[config.mk]
export PLATFORM = sky130hd
export DESIGN_NAME = rom_data_port_address_unit
export DESIGN_NICKNAME = d
export VERILOG_FILES = /design/src/sv/rdpau_pkg.sv /design/src/sv/rom_data_port_address_unit.sv /design/src/sv/rdpau_update.sv /design/src/sv/rdpau_port.sv
export SDC_FILE = /design/constraint.sdc
export NUM_CORES = 1
export LEC_CHECK = 0
export ABC_AREA = 1
export BUFFER_PORTS_ARGS = -buffer_cell sky130_fd_sc_hd__buf_2
export CAP_MARGIN = 10
export CORE_ASPECT_RATIO = 2
export CORE_MARGIN = 5
export CORE_UTILIZATION = 65
export CTS_CLUSTER_DIAMETER = 150
export CTS_CLUSTER_SIZE = 8
export DETAILED_ROUTE_END_ITERATION = 10
export GPL_TIMING_DRIVEN = 1
export HOLD_SLACK_MARGIN = 0.03
export PLACE_DENSITY_LB_ADDON = 0.2
export SLEW_MARGIN = 40
export SYNTH_ARGS = -nofsm -noshare
export SYNTH_HDL_FRONTEND = slang
export SYNTH_HIERARCHICAL = 1
export SYNTH_SLANG_ARGS = --single-unit
[constraint.sdc]
create_clock -name clk -period 12.39 [get_ports clk]
set_clock_uncertainty 0.1 [all_clocks]
set_input_delay 0 -clock clk [delete_from_list [all_inputs] [get_ports clk]]
set_output_delay 0 -clock clk [all_outputs]
set_load 0.05 [all_outputs]
[src/sv/rdpau_pkg.sv]
// Shared types, codes and constants for the data-ROM port address unit.
`default_nettype none
package rdpau_pkg;

  // Width of the cartridge ROM address space
  localparam int unsigned ROM_ADDR_BITS = 24;
  // Bits of the offset that address the data ROM
  localparam int unsigned OFF_BITS      = 23;
  localparam int unsigned OFFSET_W      = 24;
  localparam int unsigned ADJUST_W      = 16;
  // Smallest mapped range is 1 MiB, i.e. 2^20 bytes
  localparam logic [4:0]  RANGE_LOG2_BASE = 5'd20;
  localparam logic [4:0]  SIZE_LOG2_FULL  = 5'd23;

  // Mask applied to the rebased address
  localparam logic [23:0] ADDR_MASK = (ROM_ADDR_BITS >= 24) ? 24'hff_ffff :
                                      24'((32'd1 << ROM_ADDR_BITS) - 32'd1);

  // Request event codes
  typedef enum logic [2:0] {
    EV_INC_A      = 3'd0,
    EV_INC_B      = 3'd1,
    EV_INC_ADJ_WR = 3'd2,
    EV_WR_OFFSET  = 3'd3,
    EV_WR_ADJUST  = 3'd4
  } event_t;

  // Increment style field of the mode bits
  typedef enum logic [2:0] {
    STYLE_BYTE = 3'd1,
    STYLE_WORD = 3'd2,
    STYLE_B    = 3'd3
  } style_t;

  // Configuration register indexes
  typedef enum logic [2:0] {
    REG_MODE      = 3'd0,
    REG_BANK_SIZE = 3'd1,
    REG_ROM_LOG2  = 3'd2,
    REG_ROM_BASE  = 3'd3,
    REG_STEP      = 3'd4
  } reg_idx_t;

  // Configuration as seen by the datapath
  typedef struct packed {
    logic [7:0]  mode_bits;
    logic [1:0]  bank_size_select;
    logic [4:0]  rom_size_log2;
    logic [23:0] rom_base;
    logic [15:0] step_value;
  } cfg_t;

  // Adjust widened to offset width, signed when mode bit 3 is set
  function automatic logic [23:0] adj_ext(input logic [7:0] mb, input logic [15:0] adj);
    adj_ext = mb[3] ? {{8{adj[15]}}, adj} : {8'b0, adj};
  endfunction

endpackage
`default_nettype wire

[src/sv/rom_data_port_address_unit.sv]
// Top level of the data-ROM port address unit.
// Usage:
//   Input channel in_*: each request is one event; in_tuser[2:0] carries the
//   event code and in_tdata[23:0] the write value. The offset and adjust
//   registers are updated at the edge the request is taken.
//   Output channel out_*: one result per request with both port addresses,
//   their blank flags and the offset and adjust after the event.
//   Configuration channel cfg_*: cfg_index selects mode bits, bank size,
//   ROM size, ROM base or step value; cfg_ready is always high. Write only
//   while no request is in flight.
// Timing: the state registers take the update at the accepting edge, and
//   the address mapping loads the output register at a later edge, once
//   the output register has space.
// Throughput: one request per cycle while out_tready is high; the state registers update as each request is taken.
// Reset: offset and adjust clear, configuration returns to its defaults,
//   both pipeline stages empty.
// Stall: when out_tready is low the output register holds; one more request
//   is taken into the update stage, then in_tready drops until space frees.
`default_nettype none
module rom_data_port_address_unit
  import rdpau_pkg::*;
(
  input  wire logic        clk,
  input  wire logic        rst_n,
  // configuration write channel
  input  wire logic        cfg_valid,
  output logic             cfg_ready,
  input  wire logic [2:0]  cfg_index,
  input  wire logic [23:0] cfg_data,
  // request channel
  input  wire logic        in_tvalid,
  output logic             in_tready,
  input  wire logic [31:0] in_tdata,  // [23:0] write_value, [31:24] zero
  input  wire logic [2:0]  in_tuser,  // [2:0] event code
  // result channel
  output logic             out_tvalid,
  input  wire logic        out_tready,
  output logic [95:0]      out_tdata  // [23:0] rom_addr_a, [24] blank_a,
                                      // [48:25] rom_addr_b, [49] blank_b,
                                      // [73:50] offset_now, [89:74] adjust_now,
                                      // [95:90] zero
);

  cfg_t        cfg_r;
  logic [23:0] offset_r;
  logic [15:0] adjust_r;
  logic [23:0] offset_nxt;
  logic [15:0] adjust_nxt;
  logic        s1_valid_r;
  logic        s1_valid_nxt;
  logic        out_valid_r;
  logic        out_valid_nxt;
  logic [89:0] out_data_r;
  logic        in_acc;
  logic        out_load;
  logic [23:0] adj24;
  logic [23:0] sum_ab;
  logic [23:0] addr_a_in;
  logic [23:0] rom_addr_a;
  logic [23:0] rom_addr_b;
  logic        blank_a;
  logic        blank_b;

  assign cfg_ready = 1'b1;

  // Configuration registers
  always_ff @(posedge clk) begin
    if (!rst_n) begin
      cfg_r.mode_bits        <= 8'd0;
      cfg_r.bank_size_select <= 2'd0;
      cfg_r.rom_size_log2    <= 5'd22;
      cfg_r.rom_base         <= 24'h10_0000;
      cfg_r.step_value       <= 16'd0;
    end else if (cfg_valid) begin
      unique case (cfg_index)
        REG_MODE:      cfg_r.mode_bits        <= cfg_data[7:0];
        REG_BANK_SIZE: cfg_r.bank_size_select <= cfg_data[1:0];
        REG_ROM_LOG2:  cfg_r.rom_size_log2    <= cfg_data[4:0];
        REG_ROM_BASE:  cfg_r.rom_base         <= cfg_data;
        REG_STEP:      cfg_r.step_value       <= cfg_data[15:0];
        default: ;
      endcase
    end
  end

  // Handshake control for the two stages
  assign out_load     = s1_valid_r && (!out_valid_r || out_tready);
  assign in_tready    = !s1_valid_r || out_load;
  assign in_acc       = in_tvalid && in_tready;
  assign s1_valid_nxt = in_acc ? 1'b1 : (out_load ? 1'b0 : s1_valid_r);
  assign out_valid_nxt = out_load ? 1'b1 : (out_tready ? 1'b0 : out_valid_r);

  always_ff @(posedge clk) begin
    if (!rst_n) begin
      s1_valid_r  <= 1'b0;
      out_valid_r <= 1'b0;
    end else begin
      s1_valid_r  <= s1_valid_nxt;
      out_valid_r <= out_valid_nxt;
    end
  end

  // State update stage
  rdpau_update u_update (
    .cfg         (cfg_r),
    .ev          (in_tuser),
    .write_value (in_tdata[23:0]),
    .offset      (offset_r),
    .adjust      (adjust_r),
    .offset_nxt  (offset_nxt),
    .adjust_nxt  (adjust_nxt)
  );

  always_ff @(posedge clk) begin
    if (!rst_n) begin
      offset_r <= 24'd0;
      adjust_r <= 16'd0;
    end else if (in_acc) begin
      offset_r <= offset_nxt;
      adjust_r <= adjust_nxt;
    end
  end

  // Port address mapping from the updated state
  assign adj24     = adj_ext(cfg_r.mode_bits, adjust_r);
  assign sum_ab    = offset_r + adj24;
  assign addr_a_in = cfg_r.mode_bits[1] ? sum_ab : offset_r;

  rdpau_port u_port_a (
    .cfg      (cfg_r),
    .addr_in  (addr_a_in),
    .rom_addr (rom_addr_a),
    .blank    (blank_a)
  );

  rdpau_port u_port_b (
    .cfg      (cfg_r),
    .addr_in  (sum_ab),
    .rom_addr (rom_addr_b),
    .blank    (blank_b)
  );

  // Output register
  always_ff @(posedge clk) begin
    if (out_load) begin
      out_data_r <= {adjust_r, offset_r, blank_b, rom_addr_b, blank_a, rom_addr_a};
    end
  end

  assign out_tvalid = out_valid_r;
  assign out_tdata  = {6'b0, out_data_r};

  // An accepted request always occupies the update stage next cycle
  a_acc_fills_s1 : assert property (@(posedge clk) disable iff (!rst_n)
    in_acc |=> s1_valid_r)
    else $error("accepted request lost from update stage");

  // The update stage holds its request until the output register takes it
  a_s1_holds : assert property (@(posedge clk) disable iff (!rst_n)
    (s1_valid_r && !out_load && !in_acc) |=> s1_valid_r)
    else $error("update stage dropped a request");

  // Back-pressure only when both stages are full and the receiver stalls
  a_ready_cause : assert property (@(posedge clk) disable iff (!rst_n)
    !in_tready |-> (s1_valid_r && out_valid_r && !out_tready))
    else $error("input stalled without cause");

  // An offset write lands in the offset register
  a_wr_offset : assert property (@(posedge clk) disable iff (!rst_n)
    (in_acc && in_tuser == EV_WR_OFFSET) |=> offset_r == $past(in_tdata[23:0]))
    else $error("offset write not applied");

endmodule
`default_nettype wire

[src/sv/rdpau_update.sv]
// Next offset and adjust for one event.
`default_nettype none
module rdpau_update
  import rdpau_pkg::*;
(
  input  wire cfg_t        cfg,
  input  wire logic [2:0]  ev,
  input  wire logic [23:0] write_value,
  input  wire logic [23:0] offset,
  input  wire logic [15:0] adjust,
  output logic      [23:0] offset_nxt,
  output logic      [15:0] adjust_nxt
);

  logic [23:0] adj24;
  logic [15:0] inc16;
  logic [23:0] inc24;
  logic [23:0] byte24;
  logic [2:0]  style;

  assign adj24  = adj_ext(cfg.mode_bits, adjust);
  assign inc16  = cfg.mode_bits[0] ? cfg.step_value : 16'd1;
  assign inc24  = cfg.mode_bits[2] ? {{8{inc16[15]}}, inc16} : {8'b0, inc16};
  assign byte24 = cfg.mode_bits[3] ? {{16{adjust[7]}}, adjust[7:0]} : {16'b0, adjust[7:0]};
  assign style  = cfg.mode_bits[7:5];

  // Apply the event to the offset and adjust
  always_comb begin
    offset_nxt = offset;
    adjust_nxt = adjust;
    case (ev)
      EV_INC_A: begin
        if (cfg.mode_bits[1]) begin
          adjust_nxt = adjust + 16'd1;
        end else if (cfg.mode_bits[4]) begin
          adjust_nxt = adjust + inc16;
        end else begin
          offset_nxt = offset + inc24;
        end
      end
      EV_INC_B: begin
        if (style == STYLE_B) begin
          if (cfg.mode_bits[4]) begin
            adjust_nxt = adjust + adjust;
          end else begin
            offset_nxt = offset + adj24;
          end
        end
      end
      EV_INC_ADJ_WR: begin
        if (cfg.mode_bits[1] && !cfg.mode_bits[4]) begin
          if (style == STYLE_BYTE) begin
            offset_nxt = offset + byte24;
          end else if (style == STYLE_WORD) begin
            offset_nxt = offset + adj24;
          end
        end
      end
      EV_WR_OFFSET: offset_nxt = write_value;
      EV_WR_ADJUST: adjust_nxt = write_value[15:0];
      default: ;
    endcase
  end

endmodule
`default_nettype wire

[src/sv/rdpau_port.sv]
// Maps one data port offset onto a ROM byte address with its blank flag.
`default_nettype none
module rdpau_port
  import rdpau_pkg::*;
(
  input  wire cfg_t        cfg,
  input  wire logic [23:0] addr_in,
  output logic      [23:0] rom_addr,
  output logic             blank
);

  logic [OFF_BITS-1:0] off;
  logic [OFF_BITS-1:0] size_mask;
  logic                full_size;
  logic                range_fits;
  logic                beyond;
  logic [23:0]         rebased;

  assign off        = addr_in[OFF_BITS-1:0];
  assign full_size  = cfg.rom_size_log2 >= SIZE_LOG2_FULL;
  // Mapped range of 2^(20+sel) bytes against the ROM size
  assign range_fits = (RANGE_LOG2_BASE + {3'b0, cfg.bank_size_select}) <= cfg.rom_size_log2;
  assign size_mask  = full_size ? {OFF_BITS{1'b1}} :
                      ~({OFF_BITS{1'b1}} << cfg.rom_size_log2);
  assign beyond     = !full_size && (|(off & ~size_mask));
  assign blank      = range_fits && beyond;
  assign rebased    = (cfg.rom_base + {1'b0, off & size_mask}) & ADDR_MASK;
  assign rom_addr   = blank ? 24'd0 : rebased;

endmodule
`default_nettype wire
==> metrics list, run 1 <==
- Max H-tree Level: 4
- Post-Synthesis Cell Area: 20800 µm²
- The tool reported: "[ERROR GRT-0116] Global routing finished with congestion. Check the congestion regions in the DRC Viewer".
- Clock tree synthesis inserted a total of 17 buffers.
- The first global-routing pass estimated 162000 µm of wire.
- The stage where the run came to a stop is 5_1_grt.
- The floorplan has 92 rows.
- Instance area after placement: 21800 µm²
- Count of pins on the block boundary: 166
- Maximum number of pins on one net before global-route repair: 97
* Initial Util: 0.658
* Result of the run: did not finish
* Detailed-placement wirelength estimate: 71900 µm
* Mean instance size in the synthesized netlist: 5.75 µm²
- Overflow left after global routing: 61
- Maximum buffer depth of the clock tree: 2
- Resize count post-CTS: 0
* Die width: 136 µm
- TritonCTS Sinks: 187
- During placement, the flow inserted port buffers numbering 150.
- Synthesis produced 3611 cells.
- Clock Root Buffer: sky130_fd_sc_hd__clkbuf_16
* Vias in the first global route: 27.7k
- From bottom edge to top edge, the die measures 263 µm.
* Syn. warnings: 6
* Global-route usage over all layers: 0.587
* Placer Congestion: 1.16
per-stage QoR:
| stage | hold slack (ns) | instances | setup WS, ns |
|---|---|---|---|
| 4_1_cts | 0.0419 | 4206 | 8.08 |
| 2_1_floorplan | 0.0263 | 3616 | 6.78 |
| 3_5_place_dp | 0.121 | 4125 | 8.09 |
| 3_3_place_gp | 0.113 | 4125 | 8.20 |
timing repair:
item	CTS
hold buffers	49
hold endpoints to repair	76
buffers inserted	0
routing by layer:
layer | overflow | track usage
met1 | 0 | 0.524
met2 | 35 | 0.849
met4 | 26 | 0.687
met3 | 0 | 0.316
met5 | 0 | 0.0513
==> run 2, diff against run 1 <==
--- a/config.mk
+++ b/config.mk
@@ -8,15 +8,11 @@
 export ABC_AREA = 1
 export BUFFER_PORTS_ARGS = -buffer_cell sky130_fd_sc_hd__buf_2
 export CAP_MARGIN = 10
-export CORE_ASPECT_RATIO = 2
 export CORE_MARGIN = 5
-export CORE_UTILIZATION = 65
-export CTS_CLUSTER_DIAMETER = 150
-export CTS_CLUSTER_SIZE = 8
+export CORE_UTILIZATION = 40
 export DETAILED_ROUTE_END_ITERATION = 10
 export GPL_TIMING_DRIVEN = 1
-export HOLD_SLACK_MARGIN = 0.03
-export PLACE_DENSITY_LB_ADDON = 0.2
+export PLACE_DENSITY_LB_ADDON = 0.15
 export SLEW_MARGIN = 40
 export SYNTH_ARGS = -nofsm -noshare
 export SYNTH_HDL_FRONTEND = slang
==> metrics list, run 2 <==
- The die span in x came to 238 µm (+74%).
* Setup ws final: 8.08 ns
- The endpoint identified for the worst register-to-register timing path is out_data_r[19]$_DFFE_PP_.
* Max FO, Critical Path: 8
- The starting utilization of the core area was 0.404 (-0.254).
- Ranked by flip-flop count, first place goes to out_data_r.
* Max-cap viol count: 0
- The clock reaches the later pin of the worst-skew pair after 0.51 ns.
- Antenna Cells: 0
- The layout has 5664 filler cells.
- The placed standard-cell area came to 22200 µm² (+1.5%).
- Detailed routing placed a total of 33100 µm of wire on met2.
* Core Footprint: 51400 µm²
- The floorplan step defined a die boundary enclosing 56600 µm².
- In the final routed layout, each cell accounts on average for 18.1 µm.
- The routed layout has 23.7k vias.
- Type of the worst min-delay path: in -> reg
- Remaining antenna violation count: 0
- Sum of routed wire length over all layers: 81100 µm
- At the pin with the least slew margin, the transition time is 0.819 ns.
* Worst Setup SP: offset_r[0]$_SDFFE_PN0P_
* Std cell rows: 83 (-9.8%)
- Critical Path End Type: register
* Part of the total power dissipated in sequential elements: 0.367
- Max H-tree Level: 4 (unchanged)
* Number of endpoints failing setup at the final stage: 0
- Setup bufs post-CTS: 0 (unchanged)
- Clock Root Buffer: sky130_fd_sc_hd__clkbuf_16
- Power density over the cells: 85.8 nW/µm²
- The half-perimeter wire length after detailed placement was 63600 µm (-12%).
- Vias in the first global route: 20.8k
* Share of final-layout standard cells stronger than drive strength 1: 0.0885
* Final worst path period share: 0.348
* M1 WL: 38600 µm
* TritonCTS clock tree: built
* Depth of the worst register-to-register path: 22
* TritonCTS Sinks: 187 (unchanged)
- In the final timing run, aggregate negative setup slack is 0 ns.
- Of the total power, the share spent switching nets is 0.418.
- Non-Filler Cell Area, Final: 23400 µm²
- Top library cells by usage in the layout, fill and taps aside: sky130_fd_sc_hd__nand2_1, sky130_fd_sc_hd__inv_1, sky130_fd_sc_hd__nor2_1, sky130_fd_sc_hd__nand3_1, sky130_fd_sc_hd__a21oi_1
* First-pass GRT wire length: 122000 µm
- In the final layout, the registers with the most flip-flops are out_data_r (90), cfg_r (55), offset_r (24).
- Switching pwr: 0.838 mW
- Final worst path period need: 4.31 ns
- The post-CTS resize count came to 0 (unchanged).
* Maximum number of pins on one net before global-route repair: 97
* Drt via density: 5.28
- The worst register-to-register path has a setup slack of 8.08 ns.
- Worst rel slew slack: 0.454
- Final Hold Fails: 0
- Number of design-rule violations left by the first detailed-router iteration: 2788
- The library cell used most frequently in the layout, excluding fill and tap cells, is sky130_fd_sc_hd__nand2_1.
* Remaining DRCs: 0
- Startpoint of the worst register-to-register path: offset_r[0]$_SDFFE_PN0P_
* Worst slack at placement: 8.21 ns (+0.115 ns)
* Syn. warnings: 6 (unchanged)
- The count of final max-slew check failures was 0.
- At the worst endpoint, the arrival time is 4.51 ns.
- The number of antenna violations at the first check in global routing was 2.
- Post-Synthesis Cell Area: 20800 µm² (unchanged)
- The number of clock buffers inserted by TritonCTS was 17 (unchanged).
- Highest routed layer: met4
* Layout net count: 3942
* First-pass iteration count of the detailed router: 6
* Mean instance size in the synthesized netlist: 5.75 µm² (unchanged)
* Internal Pwr Total: 1.17 mW
- The worst-case clock buffer depth came to 2 (unchanged).
* Met3 WL: 7460 µm
* Critical path data required time: 12.60 ns
- Derived from the worst setup path, the maximum achievable clock frequency is 0.232 GHz.
- Max reg flops: 90
- The number of instances in the synthesized netlist was 3611 (unchanged).
- Die height: 238 µm (-9.5%)
- For this run the aggregate overflow at the end of global routing stands at 0.
- Overall power of the completed layout: 2.01 mW
- Count of pins on the block boundary: 166 (unchanged)
- Layout overhead on the synthesized area: 12.5%
- Global-route usage over all layers: 0.277
- Number of buffers inserted by port buffering: 150 (unchanged)
- The share of total power dissipated in combinational logic is 0.346.
- End point of the critical path: out_data_r[19]$_DFFE_PP_
* Max rail drop VDD: 0.119 mV
- Summed over all cells, the static leakage comes to 12.2 nW.
- Clock slew seen by the registers of the worst setup and hold paths: 0.09 ns
- Placer Congestion: 0.990 (-15%)
* Result of the run: finished, final reports clean
- Setup repair after global routing left no endpoint under its margin.
- The worst setup path is launched from a register.
- By startpoint and endpoint, the worst setup path is classified as reg -> reg.
- The quantity of hold-fixing buffers added after cts was 62 (+27%).
* Clk pwr share: 0.287
[run 2: critical path, stage by stage, from the launching register on]
cell and delay, ns:
sky130_fd_sc_hd__dfxtp_1 0.69, sky130_fd_sc_hd__ha_1 0.29, sky130_fd_sc_hd__fa_1 0.21, sky130_fd_sc_hd__nand3_1 0.08, sky130_fd_sc_hd__nand2_1 0.14, sky130_fd_sc_hd__nand2_1 0.06, sky130_fd_sc_hd__nand2_1 0.12, sky130_fd_sc_hd__nand2_1 0.07
sky130_fd_sc_hd__nand2_1 0.12, sky130_fd_sc_hd__xor2_1 0.36, sky130_fd_sc_hd__nand2_1 0.09, sky130_fd_sc_hd__nand2_1 0.09, sky130_fd_sc_hd__a21boi_0 0.31, sky130_fd_sc_hd__ha_1 0.37, sky130_fd_sc_hd__nand2_1 0.14, sky130_fd_sc_hd__inv_1 0.08
sky130_fd_sc_hd__nand2_1 0.07, sky130_fd_sc_hd__nand2_1 0.09, sky130_fd_sc_hd__a21oi_1 0.19, sky130_fd_sc_hd__nand3_1 0.10, sky130_fd_sc_hd__nand2_1 0.07, sky130_fd_sc_hd__nand2_1 0.06, sky130_fd_sc_hd__a21oi_1 0.19
[run 2: layer usage]
layer | global-route usage | up-vias
met2 | 0.407 | 969
li1 | - | 11900
met4 | 0.0747 | 0
met3 | 0.0557 | 118
met5 | 0 | -
met1 | 0.412 | 10700
[run 2: final cells by class]
cell class / instances / area (µm²) / share of cell area
Clock buffer: 17 / 425 / 0.0182
Sequential cell: 187 / 4650 / 0.199
Inverter: 502 / 1880 / 0.0806
Timing Repair Buffer: 258 / 1720 / 0.0736
Multi-Input combinational cell: 2818 / 13700 / 0.585
Tap cell: 680 / 851 / 0.0364
Clock inverter: 15 / 173 / 0.00739
[run 2: worst min-delay path by stage]
stage | end | depth (start not counted) | startpoint | slack (ns)
after global routing | adjust_r[12]$_SDFFE_PN0P_ | 7 | in_tdata[12] | 0.07
after detailed placement | cfg_r[36]$_SDFFE_PN1P_ | 3 | cfg_data[20] | 0.12
final | adjust_r[12]$_SDFFE_PN0P_ | 7 | in_tdata[12] | 0.08
after CTS | offset_r[12]$_SDFFE_PN0P_ | 7 | in_tdata[12] | 0.01
after global placement | cfg_r[34]$_SDFFE_PN0P_ | 3 | cfg_data[18] | 0.13
after floorplan | cfg_r[42]$_SDFFE_PN1P_ | 2 | cfg_data[2] | 0.03
[run 2: stage by stage]
| step | instances | utilization | hold slack (ns) |
|---|---|---|---|
| detailed placement | 4383 | 0.431 | 0.124 |
| CTS | 4477 | 0.455 | 0.0101 |
| floorplan | 3616 | - | 0.0263 |
| global route | 4477 | 0.455 | 0.0736 |
| global placement | 4383 | 0.431 | 0.126 |
| finish | 4477 | 0.455 | 0.0809 |
[run 2: power by group through the flow]
| stage | Clock, mW | Sequential (mW) | Combinational, mW |
|---|---|---|---|
| finish | 0.575 | 0.736 | 0.695 |
| global route | 0.608 | 0.740 | 0.758 |
| CTS | 0.591 | 0.735 | 0.687 |
| detailed placement | 0 | 0.749 | 0.669 |
| global placement | 0 | 0.750 | 0.670 |
| floorplan | 0 | 0.811 | 0.407 |
Power figures use the tool's default switching activity.
